==> config.mk <==
export PLATFORM = sky130hd
export DESIGN_NAME = char_lcd_4bit_sequencer
export DESIGN_NICKNAME = d
export VERILOG_FILES = /design/src/hdl/clcd_pkg.sv /design/src/hdl/clcd_front.sv /design/src/hdl/clcd_queue.sv /design/src/hdl/clcd_back.sv /design/src/hdl/char_lcd_4bit_sequencer.sv
export SDC_FILE = /design/constraint.sdc
export NUM_CORES = 1
export LEC_CHECK = 0
export ABC_AREA = 1
export BUFFER_PORTS_ARGS = -buffer_cell sky130_fd_sc_hd__buf_2
export CAP_MARGIN = 10
export CORE_ASPECT_RATIO = 1.5
export CORE_MARGIN = 10
export CORE_UTILIZATION = 45
export DETAILED_ROUTE_END_ITERATION = 10
export GPL_ROUTABILITY_DRIVEN = 0
export PLACE_DENSITY = 0.64
export REMOVE_ABC_BUFFERS = 1
export SYNTH_ARGS = -nofsm -noshare
export SYNTH_HDL_FRONTEND = slang
export SYNTH_SLANG_ARGS = --single-unit
==> constraint.sdc <==
create_clock -name clk -period 2.9 [get_ports clk]
set_clock_uncertainty 0.05 [all_clocks]
set_input_delay 0.58 -clock clk [delete_from_list [all_inputs] [get_ports clk]]
set_output_delay 0.58 -clock clk [all_outputs]
set_load 0.01 [all_outputs]
==> src/hdl/clcd_pkg.sv <==
// ----------------------------------------------------------------------------
// Character LCD sequencer package
// Shared types, constants and lookup tables.
// ----------------------------------------------------------------------------
package clcd_pkg;

	localparam int unsigned CFG_W           = 8;
	localparam int unsigned HOLD_W          = 10;
	localparam int unsigned IDX_W           = 5;
	localparam int unsigned QUEUE_DEPTH_DEF = 2;

	localparam logic [7:0] CMD_SET_DDRAM = 8'h80;
	localparam logic [7:0] ROW_MAX       = 8'd3;
	localparam logic [7:0] COL_MAX       = 8'd19;

	localparam logic [IDX_W-1:0] INIT_FIRST_CMD_IDX = 5'd7;
	localparam logic [IDX_W-1:0] INIT_LAST_IDX      = 5'd22;
	localparam logic [HOLD_W-1:0] INIT_FINAL_EXTRA  = 10'd2;

	localparam logic [CFG_W-1:0] PWR_UP_RST = 8'd50;
	localparam logic [CFG_W-1:0] PULSE_RST  = 8'd1;
	localparam logic [CFG_W-1:0] SETTLE_RST = 8'd2;

	typedef enum logic [1:0] {
		KIND_INIT   = 2'd0,
		KIND_CMD    = 2'd1,
		KIND_DATA   = 2'd2,
		KIND_CURSOR = 2'd3
	} kind_t;

	typedef enum logic [1:0] {
		CFG_POWER_UP = 2'd0,
		CFG_PULSE    = 2'd1,
		CFG_SETTLE   = 2'd2
	} cfg_index_t;

	typedef enum logic [1:0] {
		JOB_INIT = 2'd0,
		JOB_CMD  = 2'd1,
		JOB_DATA = 2'd2
	} job_kind_t;

	typedef enum logic {
		BK_IDLE = 1'b0,
		BK_RUN  = 1'b1
	} back_state_t;

	typedef struct packed {
		job_kind_t  kind;
		logic [7:0] value;
	} job_t;

	typedef struct packed {
		logic [CFG_W-1:0] power_up;
		logic [CFG_W-1:0] pulse;
		logic [CFG_W-1:0] settle;
	} cfg_t;

	typedef struct packed {
		logic              rs;
		logic [3:0]        nibble;
		logic              enable;
		logic [HOLD_W-1:0] hold;
	} phase_t;

	function automatic logic [6:0] row_base(input logic [1:0] r);
		logic [6:0] b;
		unique case (r)
			2'd0: b = 7'h00;
			2'd1: b = 7'h40;
			2'd2: b = 7'h14;
			2'd3: b = 7'h54;
			default: b = 7'h00;
		endcase
		return b;
	endfunction

	function automatic logic [7:0] init_cmd(input logic [1:0] i);
		logic [7:0] c;
		unique case (i)
			2'd0: c = 8'h28;
			2'd1: c = 8'h0C;
			2'd2: c = 8'h06;
			2'd3: c = 8'h01;
			default: c = 8'h01;
		endcase
		return c;
	endfunction

	function automatic logic [3:0] init_nibble(input logic [1:0] i);
		return (i == 2'd2) ? 4'h2 : 4'h3;
	endfunction

	function automatic logic [HOLD_W-1:0] init_extra(input logic [1:0] i);
		logic [HOLD_W-1:0] e;
		unique case (i)
			2'd0: e = 10'd5;
			2'd1: e = 10'd1;
			default: e = 10'd0;
		endcase
		return e;
	endfunction

endpackage

==> src/hdl/clcd_front.sv <==
// ----------------------------------------------------------------------------
// Character LCD sequencer front end
// Takes input transfers and turns each into a job for the back end.
// ----------------------------------------------------------------------------
module clcd_front import clcd_pkg::*; (
	input  logic       s_tvalid,
	output logic       s_tready,
	input  logic [1:0] kind,
	input  logic [7:0] byte_value,
	input  logic [7:0] row,
	input  logic [7:0] column,
	output logic       push_valid,
	input  logic       push_ready,
	output job_t       push_job
);

	logic [1:0] row_c;
	logic [4:0] col_c;
	logic [6:0] addr;

	assign s_tready   = push_ready;
	assign push_valid = s_tvalid;

	always_comb begin
		row_c = (row > ROW_MAX) ? ROW_MAX[1:0] : row[1:0];
		col_c = (column > COL_MAX) ? COL_MAX[4:0] : column[4:0];
		addr  = 7'(col_c) + row_base(row_c);
		unique case (kind_t'(kind))
			KIND_INIT: begin
				push_job.kind  = JOB_INIT;
				push_job.value = byte_value;
			end
			KIND_CMD: begin
				push_job.kind  = JOB_CMD;
				push_job.value = byte_value;
			end
			KIND_DATA: begin
				push_job.kind  = JOB_DATA;
				push_job.value = byte_value;
			end
			KIND_CURSOR: begin
				push_job.kind  = JOB_CMD;
				push_job.value = CMD_SET_DDRAM | {1'b0, addr};
			end
			default: begin
				push_job.kind  = JOB_DATA;
				push_job.value = byte_value;
			end
		endcase
	end

endmodule

==> src/hdl/clcd_queue.sv <==
// ----------------------------------------------------------------------------
// Character LCD sequencer job queue
// Small FIFO of classified jobs between front and back end.
// ----------------------------------------------------------------------------
module clcd_queue import clcd_pkg::*; #(
	parameter int unsigned DEPTH = QUEUE_DEPTH_DEF
) (
	input  logic clk,
	input  logic arst_n,
	input  logic push_valid,
	output logic push_ready,
	input  job_t push_job,
	output logic pop_valid,
	input  logic pop_ready,
	output job_t pop_job
);

	localparam int unsigned PTR_W = (DEPTH > 1) ? $clog2(DEPTH) : 1;
	localparam int unsigned CNT_W = $clog2(DEPTH + 1);
	localparam logic [PTR_W-1:0] PTR_LAST = PTR_W'(DEPTH - 1);
	localparam logic [CNT_W-1:0] CNT_FULL = CNT_W'(DEPTH);

	job_t             mem_q [DEPTH];
	logic [PTR_W-1:0] wr_ptr_q;
	logic [PTR_W-1:0] rd_ptr_q;
	logic [CNT_W-1:0] count_q;
	logic             do_push;
	logic             do_pop;

	assign push_ready = count_q != CNT_FULL;
	assign pop_valid  = count_q != '0;
	assign pop_job    = mem_q[rd_ptr_q];
	assign do_push    = push_valid && push_ready;
	assign do_pop     = pop_valid && pop_ready;

	always_ff @(posedge clk) begin
		if (do_push) begin
			mem_q[wr_ptr_q] <= push_job;
		end
	end

	always_ff @(posedge clk or negedge arst_n) begin
		if (!arst_n) begin
			wr_ptr_q <= '0;
			rd_ptr_q <= '0;
			count_q  <= '0;
		end else begin
			if (do_push) begin
				wr_ptr_q <= (wr_ptr_q == PTR_LAST) ? '0 : wr_ptr_q + 1'b1;
			end
			if (do_pop) begin
				rd_ptr_q <= (rd_ptr_q == PTR_LAST) ? '0 : rd_ptr_q + 1'b1;
			end
			if (do_push && !do_pop) begin
				count_q <= count_q + 1'b1;
			end else if (do_pop && !do_push) begin
				count_q <= count_q - 1'b1;
			end
		end
	end

endmodule

==> src/hdl/clcd_back.sv <==
// ----------------------------------------------------------------------------
// Character LCD sequencer back end
// Steps through the pin phases of a job, one phase per cycle while the
// output is not stalled, into an output register.
// ----------------------------------------------------------------------------
module clcd_back import clcd_pkg::*; (
	input  logic   clk,
	input  logic   arst_n,
	input  cfg_t   cfg,
	input  logic   pop_valid,
	output logic   pop_ready,
	input  job_t   pop_job,
	output logic   m_valid,
	input  logic   m_ready,
	output phase_t m_phase,
	output logic   m_last
);

	back_state_t      state_q;
	back_state_t      state_d;
	job_t             job_q;
	logic [IDX_W-1:0] idx_q;
	logic             out_valid_q;
	phase_t           out_phase_q;
	logic             out_last_q;

	logic             advance;
	logic             load;
	logic             step;
	phase_t           cur;
	logic             cur_last;
	logic [HOLD_W-1:0] extra;
	logic [2:0]       j;
	logic [IDX_W-1:0] k_full;
	logic [3:0]       k;
	logic [7:0]       b;

	assign advance = !out_valid_q || m_ready;
	assign m_valid = out_valid_q;
	assign m_phase = out_phase_q;
	assign m_last  = out_last_q;

	// phase decode
	always_comb begin
		j      = idx_q[2:0] - 3'd1;
		k_full = idx_q - INIT_FIRST_CMD_IDX;
		k      = k_full[3:0];
		b      = init_cmd(k[3:2]);
		extra  = '0;
		cur    = '0;
		cur_last = 1'b0;
		unique case (job_q.kind)
			JOB_INIT: begin
				if (idx_q == '0) begin
					cur.hold = HOLD_W'(cfg.power_up);
				end else if (idx_q < INIT_FIRST_CMD_IDX) begin
					cur.nibble = init_nibble(j[2:1]);
					cur.enable = !j[0];
					extra      = j[0] ? init_extra(j[2:1]) : '0;
					cur.hold   = HOLD_W'(cfg.pulse) + extra;
				end else begin
					cur.nibble = k[1] ? b[3:0] : b[7:4];
					cur.enable = !k[0];
					if (k[1:0] == 2'd3) begin
						extra = HOLD_W'(cfg.settle)
							+ ((k[3:2] == 2'd3) ? INIT_FINAL_EXTRA : '0);
					end
					cur.hold = HOLD_W'(cfg.pulse) + extra;
					cur_last = idx_q == INIT_LAST_IDX;
				end
			end
			JOB_CMD, JOB_DATA: begin
				cur.rs     = job_q.kind == JOB_DATA;
				cur.nibble = idx_q[1] ? job_q.value[3:0] : job_q.value[7:4];
				cur.enable = !idx_q[0];
				cur_last   = idx_q[1:0] == 2'd3;
				if (cur_last && job_q.kind == JOB_CMD) begin
					extra = HOLD_W'(cfg.settle);
				end
				cur.hold = HOLD_W'(cfg.pulse) + extra;
			end
			default: begin
				cur_last = 1'b1;
			end
		endcase
	end

	// sequencer
	always_comb begin
		state_d   = state_q;
		load      = 1'b0;
		step      = 1'b0;
		pop_ready = 1'b0;
		unique case (state_q)
			BK_IDLE: begin
				if (pop_valid) begin
					pop_ready = 1'b1;
					load      = 1'b1;
					state_d   = BK_RUN;
				end
			end
			BK_RUN: begin
				if (advance) begin
					step = 1'b1;
					if (cur_last) begin
						if (pop_valid) begin
							pop_ready = 1'b1;
							load      = 1'b1;
						end else begin
							state_d = BK_IDLE;
						end
					end
				end
			end
			default: state_d = BK_IDLE;
		endcase
	end

	always_ff @(posedge clk or negedge arst_n) begin
		if (!arst_n) begin
			state_q     <= BK_IDLE;
			idx_q       <= '0;
			out_valid_q <= 1'b0;
		end else begin
			state_q <= state_d;
			if (load) begin
				idx_q <= '0;
			end else if (step) begin
				idx_q <= idx_q + 1'b1;
			end
			if (advance) begin
				out_valid_q <= step;
			end
		end
	end

	always_ff @(posedge clk) begin
		if (load) begin
			job_q <= pop_job;
		end
		if (step) begin
			out_phase_q <= cur;
			out_last_q  <= cur_last;
		end
	end

endmodule

==> src/hdl/char_lcd_4bit_sequencer.sv <==
// ----------------------------------------------------------------------------
// Character LCD 4-bit sequencer
// Turns init, command, data and set-cursor requests into timed pin phases
// for an HD44780-type display on a 4-bit bus.
// ----------------------------------------------------------------------------
// Each output transfer is one pin phase (RS, D7..D4, E, hold time in ms);
// tlast marks the final phase of a request. Command, data and set-cursor
// requests give 4 phases, init gives 23. The back-end phase sequencer emits
// one phase per cycle while m_tready is high; the first phase passes through
// the queue, the job register and the output register. A queue of QUEUE_DEPTH
// classified requests lets the input run ahead of the output. The user must
// write cfg_* timing registers only while idle; the block does not check it.
module char_lcd_4bit_sequencer import clcd_pkg::*; #(
	parameter int unsigned QUEUE_DEPTH = QUEUE_DEPTH_DEF
) (
	input  logic        clk,
	input  logic        arst_n,
	input  logic        cfg_wr_en,
	input  logic [1:0]  cfg_index,
	input  logic [7:0]  cfg_data,
	input  logic        s_tvalid,
	output logic        s_tready,
	input  logic [23:0] s_tdata,  // byte_value[7:0], row[15:8], column[23:16]
	input  logic [1:0]  s_tuser,  // kind[1:0]
	output logic        m_tvalid,
	input  logic        m_tready,
	output logic [15:0] m_tdata,  // register_select[0], nibble[4:1], enable[5], hold_ms[15:6]
	output logic        m_tlast
);

	cfg_t   cfg_q;
	logic   push_valid;
	logic   push_ready;
	job_t   push_job;
	logic   pop_valid;
	logic   pop_ready;
	job_t   pop_job;
	phase_t phase;

	always_ff @(posedge clk or negedge arst_n) begin
		if (!arst_n) begin
			cfg_q.power_up <= PWR_UP_RST;
			cfg_q.pulse    <= PULSE_RST;
			cfg_q.settle   <= SETTLE_RST;
		end else if (cfg_wr_en) begin
			unique case (cfg_index)
				CFG_POWER_UP: cfg_q.power_up <= cfg_data;
				CFG_PULSE:    cfg_q.pulse    <= cfg_data;
				CFG_SETTLE:   cfg_q.settle   <= cfg_data;
				default:      ;
			endcase
		end
	end

	clcd_front u_front (
		.s_tvalid   (s_tvalid),
		.s_tready   (s_tready),
		.kind       (s_tuser),
		.byte_value (s_tdata[7:0]),
		.row        (s_tdata[15:8]),
		.column     (s_tdata[23:16]),
		.push_valid (push_valid),
		.push_ready (push_ready),
		.push_job   (push_job)
	);

	clcd_queue #(
		.DEPTH (QUEUE_DEPTH)
	) u_queue (
		.clk        (clk),
		.arst_n     (arst_n),
		.push_valid (push_valid),
		.push_ready (push_ready),
		.push_job   (push_job),
		.pop_valid  (pop_valid),
		.pop_ready  (pop_ready),
		.pop_job    (pop_job)
	);

	clcd_back u_back (
		.clk       (clk),
		.arst_n    (arst_n),
		.cfg       (cfg_q),
		.pop_valid (pop_valid),
		.pop_ready (pop_ready),
		.pop_job   (pop_job),
		.m_valid   (m_tvalid),
		.m_ready   (m_tready),
		.m_phase   (phase),
		.m_last    (m_tlast)
	);

	assign m_tdata = {phase.hold, phase.enable, phase.nibble, phase.rs};

endmodule

==> results.yml <==
finish:
  area_growth_pct: 23.5
  utilization_pct: 56.5
  layout-drive-gt1-share_pct: 26.2
  antenna_cells: 0
  final_nets: 721
sta:
  setup_viol: 5
  timing.final.crit_period_ns: 3.13
  finalHoldViolations: 0
  drv_slew: 0
  finalWorstSetupSlack_ns: -0.232
  fmax_ghz: 0.319
  max_slew_margin_pct: 43.3
  fin_crit_sh_pct: 108
  grt_setup_unrepaired: "yes"
  tightest_slew_ns: 0.847
global_route:
  grt_pass1_vias: 4288
  overflow: 0
  antenna_found_initial: 0
  grt_start_max_net_pins: 36
  track_usage_pct: 16.0
  grt_pass1_wl_um: 19800
synthesis:
  syn-instance-count: 552
  syn_area_um2: 4790
  syn_avg_cell_area_um2: 8.67
  ys.flop_type: "edfxtp_1"
  ys_seq_area_share_pct: 47.9
  ys_warn_count: 0
  synth_cell_types: 44
  synth_edf_count: 47
  ys_seq_elements: 82
  async_flop_share_pct: 42.7
power:
  vdd_drop_max_v: 0.000468
  p_leak_nw: 2.86
  power.density_nw_per_um2: 898
placement:
  dp_hpwl_um: 9420
  io_buffers: 59
  pre_cts_ws_ns: -0.263
cts:
  ctsHtreeMaxLevel: 3
  cts_sinks: 82
  root_buffer: "clkbuf_16"
  clockBufferDepth: 2
  clkTransAtPathRegs_ns: 0.06
  clkLatencyLatePin_ns: 0.34
  ctsHoldBuffers: 0
  numCtsBuffers: 9
  cts_tree: "built"
worst_setup_path:
  cpMaxStageDelayCell: "dfrtp_1"
  worst_path_largest_cell_delay_ns: 0.42
  start_kind: "flip-flop"
  crit_family: "adder cells"
  critical_path.max_fanout: 3
  required_ns: 2.94
  cp_num_buf_inv: 3
  r2r-start: "u_back.idx_q[0]"
  crit_chain: "ha_2 -> xor2_2 -> ha_2 -> ha_4 -> buf_6 -> nand4_4 -> nor2_4 -> nor2_2 -> nor3_2 -> ha_1 -> nand2_2 -> inv_2 -> a21oi_2 -> nand2_1 -> a21oi_2 -> nand3b_1 -> inv_1"
  critPathArrivalTime_ns: 3.17
  worstSetupPathType: "reg -> reg"
  worst_setup_path_end_kind: "flip-flop"
  crit_path_start: "u_back.idx_q[0]"
outcome:
  violations: "negative setup slack"
  outcome: "complete, but fails checks"
die:
  dieWidth_um: 104
  core-area_um2: 10500
  die-area_um2: 15200
  rows: 46
  io_pins: 60
  die_h_um: 146
  start_util_pct: 45.7
run:
  drv_cap: 0
routing:
  drtPass1Iterations: 4
  via_count: 4027
  ant_nets: 0
  drc: 0
  wl_per_cell_um: 15.3
  wl_um: 12100
  drtIter0Drc: 203
  viasPerCell: 5.08
min_path:
  holdCritPathClass: "in -> async"
## final cells by class
type,count,area [um^2]
Sequential cell,82,2290
Fill cell,952,4560
Inverter,79,300
Clock inverter,6,40.0
Timing Repair Buffer,91,547
Clock buffer,10,229
Tap cell,144,180
Multi-Input combinational cell,381,2320
## per-layer routing
| metal | GRT usage [%] | wire length, um | vias to the layer above |
|---|---|---|---|
| met5 | 0 | 0 | - |
| met4 | 8.87 | 623 | 0 |
| met3 | 3.26 | 467 | 34 |
| met2 | 32.2 | 6970 | 112 |
| met1 | 14.1 | 4060 | 1883 |
| li1 | - | - | 1998 |
## what timing repair did
item / 4_1_cts / 5_1_grt
pin swaps: 7 / 17
buffers inserted: 5 / 4
resized for setup: 17 / 25
endpoints found under the setup margin: 7 / 7
## sequential cells by signal, summed over array words and instances, names as in the netlist
name and flops:
cfg_q 24, u_queue.mem_q 20, u_back.m_phase 16, u_back.job_q 10, u_back.idx_q 5, u_queue.count_q 2, u_back.m_last 1, u_back.m_valid 1
u_back.state_q 1, u_queue.rd_ptr_q 1, u_queue.wr_ptr_q 1
## power by group
part / leakage [nW] / total [mW] / internal, mW / switching, mW
Sequential: 0.876 / 1.94 / 1.71 / 0.227
Combinational: 1.85 / 2.33 / 0.940 / 1.39
Clock: 0.134 / 1.04 / 0.583 / 0.460
Total: 2.86 / 5.31 / 3.23 / 2.08
## cells in the mapped netlist, types with 2 or more instances
master    instances  share of area [%]
a21oi_1          22                2.3
clkbuf_1          8               0.63
clkinv_1          2               0.16
dfrtp_1          30                 16
dfstp_2           5                2.7
edfxtp_1         47                 29
fa_1              2               0.84
ha_1             34                8.9
inv_1            68                5.3
inv_2             7               0.55
nand2_1         137                 11
nand2_2           3               0.39
nand2_4           2               0.47
nand3_1          30                3.1
nand3_2           2               0.42
nand3_4           2               0.73
nand3b_1          2               0.31
nand4_1           9                1.2
nor2_1           49                3.8
nor3_1            5               0.52
o21ai_0          37                3.9
o21ai_1          15                1.6
o21bai_1          2               0.31
or2_2             2               0.26
xnor2_1           5               0.91
xor2_1            7                1.3
## stage by stage
step                setup TNS (ns)  power [mW]  instances  area, um^2  hold WS, ns
floorplan                    -1.02        3.24        542        4740        0.234
detailed placement           -1.12        4.09        769        5390        0.449
CTS                        -0.0150        5.24        790        5790        0.301
global route                 -1.44        5.68        793        5910        0.326
global placement            -0.664        4.03        769        5390        0.424
finish                      -0.603        5.31        793        5910        0.264
## layout by cell type (no fill, tap or decap), types with 27 or more instances in the layout
master      n
buf_2      59
buf_4      29
dfrtp_1    30
edfxtp_1   47
ha_1       27
inv_1      66
nand2_1   132
nand3_1    27
nor2_1     45
o21ai_0    37
## path summary, 6_finish.rpt
path | end | slack (ns) | cells after the start
worst max-delay path | u_back.m_phase[9] | -0.23 | 17
worst min-delay path | cfg_q[18] | 0.26 | 1
worst max register to register | u_back.m_phase[9] | -0.23 | 17
worst min register to register | cfg_q[0] | 0.46 | 2
max in group asynchronous | cfg_q[19] | 2.05 | 1
min in group clk | u_queue.mem_q[0][8] | 0.41 | 1
## cell families after synthesis
logic type               count (synthesis)  share of synthesized area, %
buffers and inverters                   89                          7.29
AO/OA/AOI/OAI                           84                          9.57
AND/OR/NAND/NOR                        249                          23.3
flip-flops                              82                          47.9
XOR/XNOR                                12                          2.20
adder cells (fa/ha/maj)                 36                          9.72
Power figures use the tool's default switching activity.
